**src/rtl/indexed_list_insert_delete_macros.svh**
```systemverilog
// Assertion macros for the indexed list block.
// Included by files that carry concurrent checks; needs clk and rst_n in scope.
`ifndef INDEXED_LIST_INSERT_DELETE_MACROS_SVH
`define INDEXED_LIST_INSERT_DELETE_MACROS_SVH

`ifndef SYNTHESIS
`define ILID_ASSERT(label, prop, msg) \
  label: assert property (@(posedge clk) disable iff (!rst_n) (prop)) else $error(msg);
`define ILID_ASSERT_NEXT(label, ante, cons, msg) \
  label: assert property (@(posedge clk) disable iff (!rst_n) (ante) |=> (cons)) \
    else $error(msg);
`else
`define ILID_ASSERT(label, prop, msg)
`define ILID_ASSERT_NEXT(label, ante, cons, msg)
`endif

`endif

```
**src/rtl/ilid_pkg.sv**
```systemverilog
// Shared types and constants for the indexed list block.
// No dependencies; imported by every module of the block.
`timescale 1ns / 1ps

package ilid_pkg;

  localparam int CAP_DEF = 64;
  localparam int CAP_MAX = 1024;
  localparam int POS_W   = $clog2(CAP_MAX + 1);
  localparam int DATA_W  = 32;
  localparam int IDX_W   = 7;
  localparam int CNT_W   = 7;
  localparam int GRP     = 32;

  typedef enum logic [2:0] {
    FN_READ = 3'd0,
    FN_HEAD = 3'd1,
    FN_TAIL = 3'd2,
    FN_AT   = 3'd3,
    FN_DEL  = 3'd4
  } func_t;

  typedef enum logic [1:0] {
    ST_DONE  = 2'd0,
    ST_RANGE = 2'd1,
    ST_FULL  = 2'd2
  } stat_t;

  typedef enum logic [1:0] {
    S_IDLE,
    S_EXEC,
    S_FIN
  } state_t;

  typedef struct packed {
    func_t                     func;
    logic [IDX_W-1:0]          index;
    logic signed [DATA_W-1:0]  value;
  } in_req_t;

  typedef struct packed {
    stat_t                     status;
    logic signed [DATA_W-1:0]  read_value;
    logic [CNT_W-1:0]          count;
  } out_rsp_t;

  typedef struct packed {
    logic              ins;
    logic              del;
    logic              rd;
    logic [POS_W-1:0]  pos;
    logic [DATA_W-1:0] value;
  } cell_ctl_t;

endpackage

```
**src/rtl/ilid_cell.sv**
```systemverilog
// One list position: holds an entry and shifts toward either neighbor.
// Depends on ilid_pkg for the control struct and widths.
`timescale 1ns / 1ps

module ilid_cell import ilid_pkg::*; #(
  parameter int IDX = 0
) (
  input  logic              clk,
  input  cell_ctl_t         ctl_i,
  input  logic [DATA_W-1:0] left_i,
  input  logic [DATA_W-1:0] right_i,
  output logic [DATA_W-1:0] data_o,
  output logic [DATA_W-1:0] rd_o
);

  localparam logic [POS_W-1:0] IDX_P = POS_W'(IDX);

  logic [DATA_W-1:0] data_r;
  logic [DATA_W-1:0] data_nxt;

  always_comb begin
    data_nxt = data_r;
    if (ctl_i.ins) begin
      if (IDX_P == ctl_i.pos) begin
        data_nxt = ctl_i.value;
      end else if (IDX_P > ctl_i.pos) begin
        data_nxt = left_i;
      end
    end else if (ctl_i.del && IDX_P >= ctl_i.pos) begin
      data_nxt = right_i;
    end
  end

  always_ff @(posedge clk) begin
    data_r <= data_nxt;
  end

  assign data_o = data_r;
  assign rd_o   = (ctl_i.rd && IDX_P == ctl_i.pos) ? data_r : '0;

endmodule

```
**config.mk**
```make
export PLATFORM = sky130hd
export DESIGN_NAME = ilid_cell
export DESIGN_NICKNAME = d
export VERILOG_FILES = /design/src/rtl/indexed_list_insert_delete_macros.svh /design/src/rtl/ilid_pkg.sv /design/src/rtl/ilid_cell.sv
export SDC_FILE = /design/constraint.sdc
export NUM_CORES = 1
export LEC_CHECK = 0
export BUFFER_PORTS_ARGS = -buffer_cell sky130_fd_sc_hd__buf_2
export CAP_MARGIN = 5
export CORE_MARGIN = 1
export CORE_UTILIZATION = 42
export CTS_BUF_LIST = sky130_fd_sc_hd__clkbuf_8 sky130_fd_sc_hd__clkbuf_16
export CTS_CLUSTER_DIAMETER = 50
export DETAILED_ROUTE_END_ITERATION = 7
export HOLD_SLACK_MARGIN = 0.12
export PLACE_DENSITY = 0.86
export SLEW_MARGIN = 20
export SYNTH_ARGS = -nofsm -noshare
export SYNTH_HDL_FRONTEND = slang
export SYNTH_SLANG_ARGS = --single-unit
```
**constraint.sdc**
```tcl
create_clock -name clk -period 3.1 [get_ports clk]
set_input_delay 0.31 -clock clk [delete_from_list [all_inputs] [get_ports clk]]
set_output_delay 0.31 -clock clk [all_outputs]
set_load 0.005 [all_outputs]
```
==> impl_table.tex, run 1 <==
\begin{tabular}{lr}
\hline
Metric & Value \\
\hline
\multicolumn{2}{l}{\textbf{Logic synthesis}} \\
Dominant combinational cell family by area after synthesis & multiplexers \\
Cell type with the largest total area after synthesis & sky130\_fd\_sc\_hd\_\_edfxtp\_1 \\
Cells after synthesis & 145 \\
Simple-Gate Fraction of Synth Area & 13.1\% \\
Fraction of post-synthesis cell area in the top cell type by area & 44.6\% \\
Sequential cell area fraction in the yosys report & 44.6\% \\
Cell area after synthesis & roughly 2200 um2 \\
Top cells by area in the synthesized netlist & sky130\_fd\_sc\_hd\_\_edfxtp\_1 (45\%), sky130\_fd\_sc\_hd\_\_mux2\_4 (21\%), sky130\_fd\_sc\_hd\_\_mux2\_2 (18\%), sky130\_fd\_sc\_hd\_\_and2\_1 (9.3\%), sky130\_fd\_sc\_hd\_\_nor4\_4 (2.0\%) \\
Mean post-synth cell area & 14.9 um2 \\
Synth Area in Adders & 0\% \\
Parity-gate share of the synthesized area counting xor and xnor cells & 0\% \\
Compound-gate portion of the synthesized area & 0.522\% \\
Total number of yosys warnings & 0 \\
Synthesized netlist net count & approximately 260 \\
Multiplexer fraction of the synthesized cell area & between 30\% and 40\% \\
Yosys cell types & 13 \\
Flip-flop and latch count after synthesis & 32 \\
\multicolumn{2}{l}{\textbf{Drt}} \\
Average wire per standard cell & around 14 um \\
Via Count & 1825 \\
Vias per cell & around 4.7 \\
Drt initial violations & 112 \\
Antenna viol nets, final & 0 \\
Detailed Routing Iterations Pass 1 & 4 \\
Residual DRC count & 0 \\
Routed WL & between 5000 and 6000 um \\
\multicolumn{2}{l}{\textbf{STA}} \\
Final number of hold-violating endpoints & 0 \\
Max-slew headroom at the worst pin & 44.6\% \\
Count of pins over their slew limit & 0 \\
Worst Hold Margin & 0.339 ns \\
Worst slew pin tran & between 0.8 and 0.9 ns \\
Maximum clock frequency & roughly 0.46 GHz \\
Summed negative setup slack over all endpoints & 0 ns \\
\# setup viols final & 0 \\
Final Critical Period & 2.20 ns \\
Period utilization & 70.8\% \\
Unrepaired setup endpoints after global routing & false \\
\multicolumn{2}{l}{\textbf{GRT}} \\
Remaining Overflow, GRT & 0 \\
Busiest layer in global routing & met2 \\
Vias in the first global route & 1770 \\
Maximum number of pins on one net before global-route repair & 34 \\
Met1 global-route usage & 21.5\% \\
Overall Global Routing Usage & 20.4\% \\
Number of antenna violations at the first check in global routing & 0 \\
First-pass GRT wire length & 8190 um \\
Met2 GRT Util & 39.3\% \\
Met3 usage in global routing & under 10\% \\
\multicolumn{2}{l}{\textbf{Pwr}} \\
Maximum ir drop on the vdd rail & roughly 0.00020 V \\
Register share of total power & a little under half \\
Combinational power share & between 15 and 20\% \\
Proportion of power drawn by the clock network & approximately 37\% \\
Sw frac & 19.0\% \\
Reported net switching power & between 150 and 200 uW \\
Static Leakage & 0.00164 uW \\
PwrDens & 324 nW/um2 \\
Internal Pwr Total & 834 uW \\
\multicolumn{2}{l}{\textbf{Floorplan}} \\
Core Area & 4820 um2 \\
Count of boundary I/O pins & 175 \\
Die H & $\sim$74 um \\
Area of the die & 5420 um2 \\
Effective utilization at floorplan & between 40\% and 50\% \\
Die width & roughly 74 um \\
Row cnt & 25 \\
\multicolumn{2}{l}{\textbf{Setup path}} \\
Cell seen most often among critical-path stages & sky130\_fd\_sc\_hd\_\_buf\_2 \\
End of the critical path & rd\_o[6] \\
Crit path required time & 2.79 ns \\
Cells traversed along the worst timing path & buf\_2, nor4\_4, and4\_1, and2\_1, buf\_2 \\
Kind of launch point of the worst setup path & primary input \\
Crit. Startpoint & ctl\_i[34] \\
Largest fanout on the critical path & 32 \\
Critical Path AT & 1.89 ns \\
Kind of capture point of the worst setup path & output port \\
Start-to-end type of the worst setup path & in2out \\
Maximum single-stage delay on the critical path & 0.79 ns \\
Top Family by Delay on Critical Path & simple AND/OR/NAND/NOR gates \\
CP bufs+invs & 2 \\
Cell count along the critical path & 5 \\
Slowest stage cell on the critical path & sky130\_fd\_sc\_hd\_\_and4\_1 \\
\multicolumn{2}{l}{\textbf{CTS}} \\
H-tree Lvls & 2 \\
Clock root buffer master & sky130\_fd\_sc\_hd\_\_clkbuf\_8 \\
Post-CTS setup-driven buffer insertion count & 0 \\
CTS clock-pin slew for the worst setup and hold paths & approximately 0.070 ns \\
Clk buf depth & 2 \\
Number of clock buffers inserted by TritonCTS & 5 \\
Post-CTS Hold Buffers & 0 \\
Clock tree from TritonCTS & done \\
Number of clock sinks seen by CTS & 32 \\
Post-CTS resize count & 0 \\
\multicolumn{2}{l}{\textbf{Final layout}} \\
Total number of nets in the final design & 430 \\
Footprint of the multi-input gates & 1130 um2 \\
Number of antenna cells inserted & 0 \\
Storage element area & between 900 and 1000 um2 \\
Flip-flop count of the largest register after layout & 32 \\
Fraction of final layout cells with drive strength greater than 1 & 78.8\% \\
Count of filler cells inserted in the layout & between 300 and 400 \\
Layout area overhead & 47.1\% \\
\multicolumn{2}{l}{\textbf{Place}} \\
Gp weighted congestion & 0.796 \\
Post-detail-place hpwl & between 4000 and 5000 um \\
Port Buffer Count & $\sim$170 \\
\multicolumn{2}{l}{\textbf{Worst hold path}} \\
Class of the tightest hold or removal check & in2reg \\
\multicolumn{2}{l}{\textbf{Run}} \\
Max cap viols & 0 \\
\multicolumn{2}{l}{\textbf{Run status}} \\
Outcome & finished, final reports clean \\
\hline
\end{tabular}
layout make-up:
cell class | count | share of cell area (%)
multi-input cells | 103 | 35.5
flip-flops and latches | 32 | 30.3
repair buffers | 177 | 28.2
well taps | 67 | 2.64
clock buffers | 5 | 2.17
clock inverters | 3 | 1.22
layer usage:
metal | up-vias | wire length (um)
met5 | - | 0
met4 | 0 | 101
met3 | 12 | 478
met2 | 115 | 3030
met1 | 812 | 1990
li1 | 886 | -
power by group through the flow:
stage	Clock [uW]	Combinational, uW	Sequential (uW)
after floorplan	0	90.5	489
after global placement	0	164	489
after detailed placement	0	172	489
after CTS	389	172	479
after global routing	402	184	479
final	380	170	479
stage by stage:
step                util (%)  instances  total power [uW]  cell area [um2]  setup slack, ns
floorplan                  -        145               579             2160             1.15
global placement        63.6        379               653             3060            0.948
detailed placement      63.6        379               661             3060            0.834
CTS                     65.8        387              1040             3170            0.835
global route            65.8        387              1070             3170            0.712
finish                  65.8        387              1030             3170            0.904
logic make-up after synthesis:
group                  Yosys count
flip-flops                      32
AND/OR/NAND/NOR                 38
multiplexers                    64
buffers and inverters           10
AO/OA/AOI/OAI                    1
cells in the final DEF (no fill, tap or decap):
cell type                     n
sky130_fd_sc_hd__nor3_1       1
sky130_fd_sc_hd__clkbuf_8     5
sky130_fd_sc_hd__buf_2      174
sky130_fd_sc_hd__mux2_4      30
sky130_fd_sc_hd__clkinv_2     1
sky130_fd_sc_hd__and4_1       1
sky130_fd_sc_hd__buf_4        3
sky130_fd_sc_hd__bufinv_16    1
sky130_fd_sc_hd__edfxtp_1    32
sky130_fd_sc_hd__o2111a_1     1
sky130_fd_sc_hd__nand3_2      1
sky130_fd_sc_hd__and2_1      32
sky130_fd_sc_hd__nor4_4       2
sky130_fd_sc_hd__inv_1        1
sky130_fd_sc_hd__nor4b_2      1
sky130_fd_sc_hd__mux2_2      34
worst min path at each step:
stage | start | depth (start not counted) | endpoint | slack [ns]
2_1_floorplan | ctl_i[10] | 1 | data_o[10] | 0.53
3_3_place_gp | ctl_i[19] | 2 | data_o[19] | 0.61
3_5_place_dp | ctl_i[29] | 2 | data_o[29] | 0.62
4_1_cts | ctl_i[8] | 2 | data_o[8] | 0.33
5_1_grt | ctl_i[5] | 2 | data_o[5] | 0.33
6_report | ctl_i[8] | 2 | data_o[8] | 0.34
cell usage after synthesis:
cell type and n:
sky130_fd_sc_hd__buf_2 4, sky130_fd_sc_hd__nor4_4 2, sky130_fd_sc_hd__clkbuf_2 3, sky130_fd_sc_hd__and2_1 32, sky130_fd_sc_hd__mux2_4 30, sky130_fd_sc_hd__buf_6 3
sky130_fd_sc_hd__nor3_1 1, sky130_fd_sc_hd__nand3_2 1, sky130_fd_sc_hd__edfxtp_1 32, sky130_fd_sc_hd__and4_1 1, sky130_fd_sc_hd__nor4b_2 1, sky130_fd_sc_hd__o2111a_1 1
sky130_fd_sc_hd__mux2_2 34
(Power assumes the default switching activity.)
==> run 2: changes to the inputs <==
Settings changed: CORE_UTILIZATION 42 to 39, PLACE_DENSITY 0.86 to 0.8.
Clock period 3.1 ns to 2.3 ns, I/O delays scaled along.
==> run 2 against run 1 <==
Against the previous run:
- die area up 7.5%
- hold slack worse by 0.097 ns
- worst setup slack worse by 0.23 ns
- sequential power up 35%
- critical endpoint is now rd_o[15]
==> impl_table.tex, run 2 (synthesis gave the netlist of run 1 again) <==
\begin{tabular}{lr}
\hline
Metric & Value \\
\hline
\multicolumn{2}{l}{\textbf{Final layout}} \\
Most common cell after layout, fill and taps aside & sky130\_fd\_sc\_hd\_\_buf\_2 \\
Layout area overhead & 47.9\% \\
Total number of nets in the final design & about 440 \\
Storage element area & roughly 960 um2 \\
Non-filler cells in the finished layout & approximately 400 \\
Number of antenna cells inserted & 0 \\
Finished Cell Area & 3190 um2 \\
Commonest non-fill, non-tap cells in the layout & sky130\_fd\_sc\_hd\_\_buf\_2 (174), sky130\_fd\_sc\_hd\_\_mux2\_2 (34), sky130\_fd\_sc\_hd\_\_and2\_1 (32), sky130\_fd\_sc\_hd\_\_edfxtp\_1 (32), sky130\_fd\_sc\_hd\_\_mux2\_4 (30) \\
Flip-flop count of the largest register after layout & 32 \\
Final Util & 61.3\% \\
Footprint of the multi-input gates & 1130 um2 \\
Count of filler cells inserted in the layout & 433 \\
Fraction of final layout cells with drive strength greater than 1 & 78.8\% \\
\multicolumn{2}{l}{\textbf{Floorplan}} \\
Die H & between 70 and 80 um \\
Core Area & 5200 um2 \\
Effective utilization at floorplan & roughly 41\% \\
Area of the die & 5830 um2 \\
Die width & between 70 and 80 um \\
Row cnt & 26 \\
Count of boundary I/O pins & 175 \\
\multicolumn{2}{l}{\textbf{GRT}} \\
First-pass GRT wire length & 8490 um \\
Vias in the first global route & 1807 \\
Overall Global Routing Usage & between 10\% and 20\% \\
Number of antenna violations at the first check in global routing & 0 \\
Maximum number of pins on one net before global-route repair & 22 \\
Remaining Overflow, GRT & 0 \\
\multicolumn{2}{l}{\textbf{Place}} \\
Post-detail-place hpwl & 4400 um \\
Port Buffer Count & between 150 and 200 \\
Post-placement cell area & 3110 um2 \\
Gp weighted congestion & around 0.8 \\
Cell Count Post-Placement & 387 \\
\multicolumn{2}{l}{\textbf{Run status}} \\
Outcome & finished, final reports clean \\
\multicolumn{2}{l}{\textbf{STA}} \\
Final number of hold-violating endpoints & 0 \\
Period utilization & 70.8\% \\
Worst slew pin tran & around 0.34 ns \\
Summed negative setup slack over all endpoints & 0 ns \\
Final Critical Period & 1.63 ns \\
Worst Hold Margin & 0.241 ns \\
Unrepaired setup endpoints after global routing & false \\
Count of pins over their slew limit & 0 \\
Max-slew headroom at the worst pin & 77.2\% \\
\# setup viols final & 0 \\
Maximum clock frequency & 0.614 GHz \\
\multicolumn{2}{l}{\textbf{Pwr}} \\
Maximum ir drop on the vdd rail & around 0.00024 V \\
Static Leakage & around 0.0016 uW \\
PwrDens & 403 nW/um2 \\
\multicolumn{2}{l}{\textbf{CTS}} \\
Number of clock buffers inserted by TritonCTS & 5 \\
Clock tree from TritonCTS & done \\
Post-CTS resize count & 0 \\
Clock root buffer master & sky130\_fd\_sc\_hd\_\_clkbuf\_8 \\
Post-CTS Hold Buffers & 0 \\
Post-CTS setup-driven buffer insertion count & 0 \\
Clk buf depth & 2 \\
CTS clock-pin slew for the worst setup and hold paths & 0.07 ns \\
Number of clock sinks seen by CTS & 32 \\
H-tree Lvls & 2 \\
\multicolumn{2}{l}{\textbf{Worst hold path}} \\
Class of the tightest hold or removal check & in2reg \\
\multicolumn{2}{l}{\textbf{Drt}} \\
Routed WL & around 5400 um \\
Via Count & 1835 \\
Antenna viol nets, final & 0 \\
Detailed Routing Iterations Pass 1 & 4 \\
Residual DRC count & 0 \\
Vias per cell & 4.65 \\
Average wire per standard cell & 13.8 um \\
Drt initial violations & 62 \\
\multicolumn{2}{l}{\textbf{Setup path}} \\
Largest fanout on the critical path & 20 \\
Kind of capture point of the worst setup path & output port \\
Maximum single-stage delay on the critical path & 0.33 ns \\
Slowest stage cell on the critical path & sky130\_fd\_sc\_hd\_\_nor4\_4 \\
Crit path required time & about 2.1 ns \\
Cells traversed along the worst timing path & buf\_2, nor4\_4, and4\_1, buf\_4, and2\_1, buf\_2 \\
Cell seen most often among critical-path stages & sky130\_fd\_sc\_hd\_\_buf\_2 \\
Start-to-end type of the worst setup path & in2out \\
Kind of launch point of the worst setup path & primary input \\
Critical Path AT & 1.40 ns \\
\multicolumn{2}{l}{\textbf{Run}} \\
Max cap viols & 0 \\
\hline
\end{tabular}
-- run 2: path summary, 6_finish.rpt --
path	from	end	depth (start not counted)
worst max-delay path	ctl_i[41]	rd_o[15]	6
worst min-delay path	ctl_i[13]	data_o[13]	2
-- run 2: final cells by class --
class,count,share of cell area [%]
tap,70,2.75
clock buffer,5,2.16
timing repair buffer,182,29.2
multi-input combinational,103,35.3
clock inverter,3,0.471
sequential,32,30.1
-- run 2: where the power goes --
group          internal [uW]  switching [uW]
clock network            205             206
logic                    162            66.3
registers                646           0.129
total                   1010             272
-- run 2: per-stage QoR --
stage               setup WS [ns]  power, uW
floorplan                   0.434        781
global placement            0.674        882
detailed placement          0.625        890
CTS                         0.665       1300
global route                0.589       1330
finish                      0.672       1290
-- run 2: metal layers --
metal	up-vias	routed length (um)	part of all wire [%]	global-route usage [%]
met3	9	416	7.7	5.15
li1	892	-	-	-
met5	-	0	0	0
met4	0	80	1.5	5.96
met1	827	2010	37	19.8
met2	107	2930	54	35.9
-- run 2: worst max-delay path: cells and delay by family --
family | cells | cell delay [ns]
simple gates | 3 | 0.74
buf+inv | 3 | 0.43
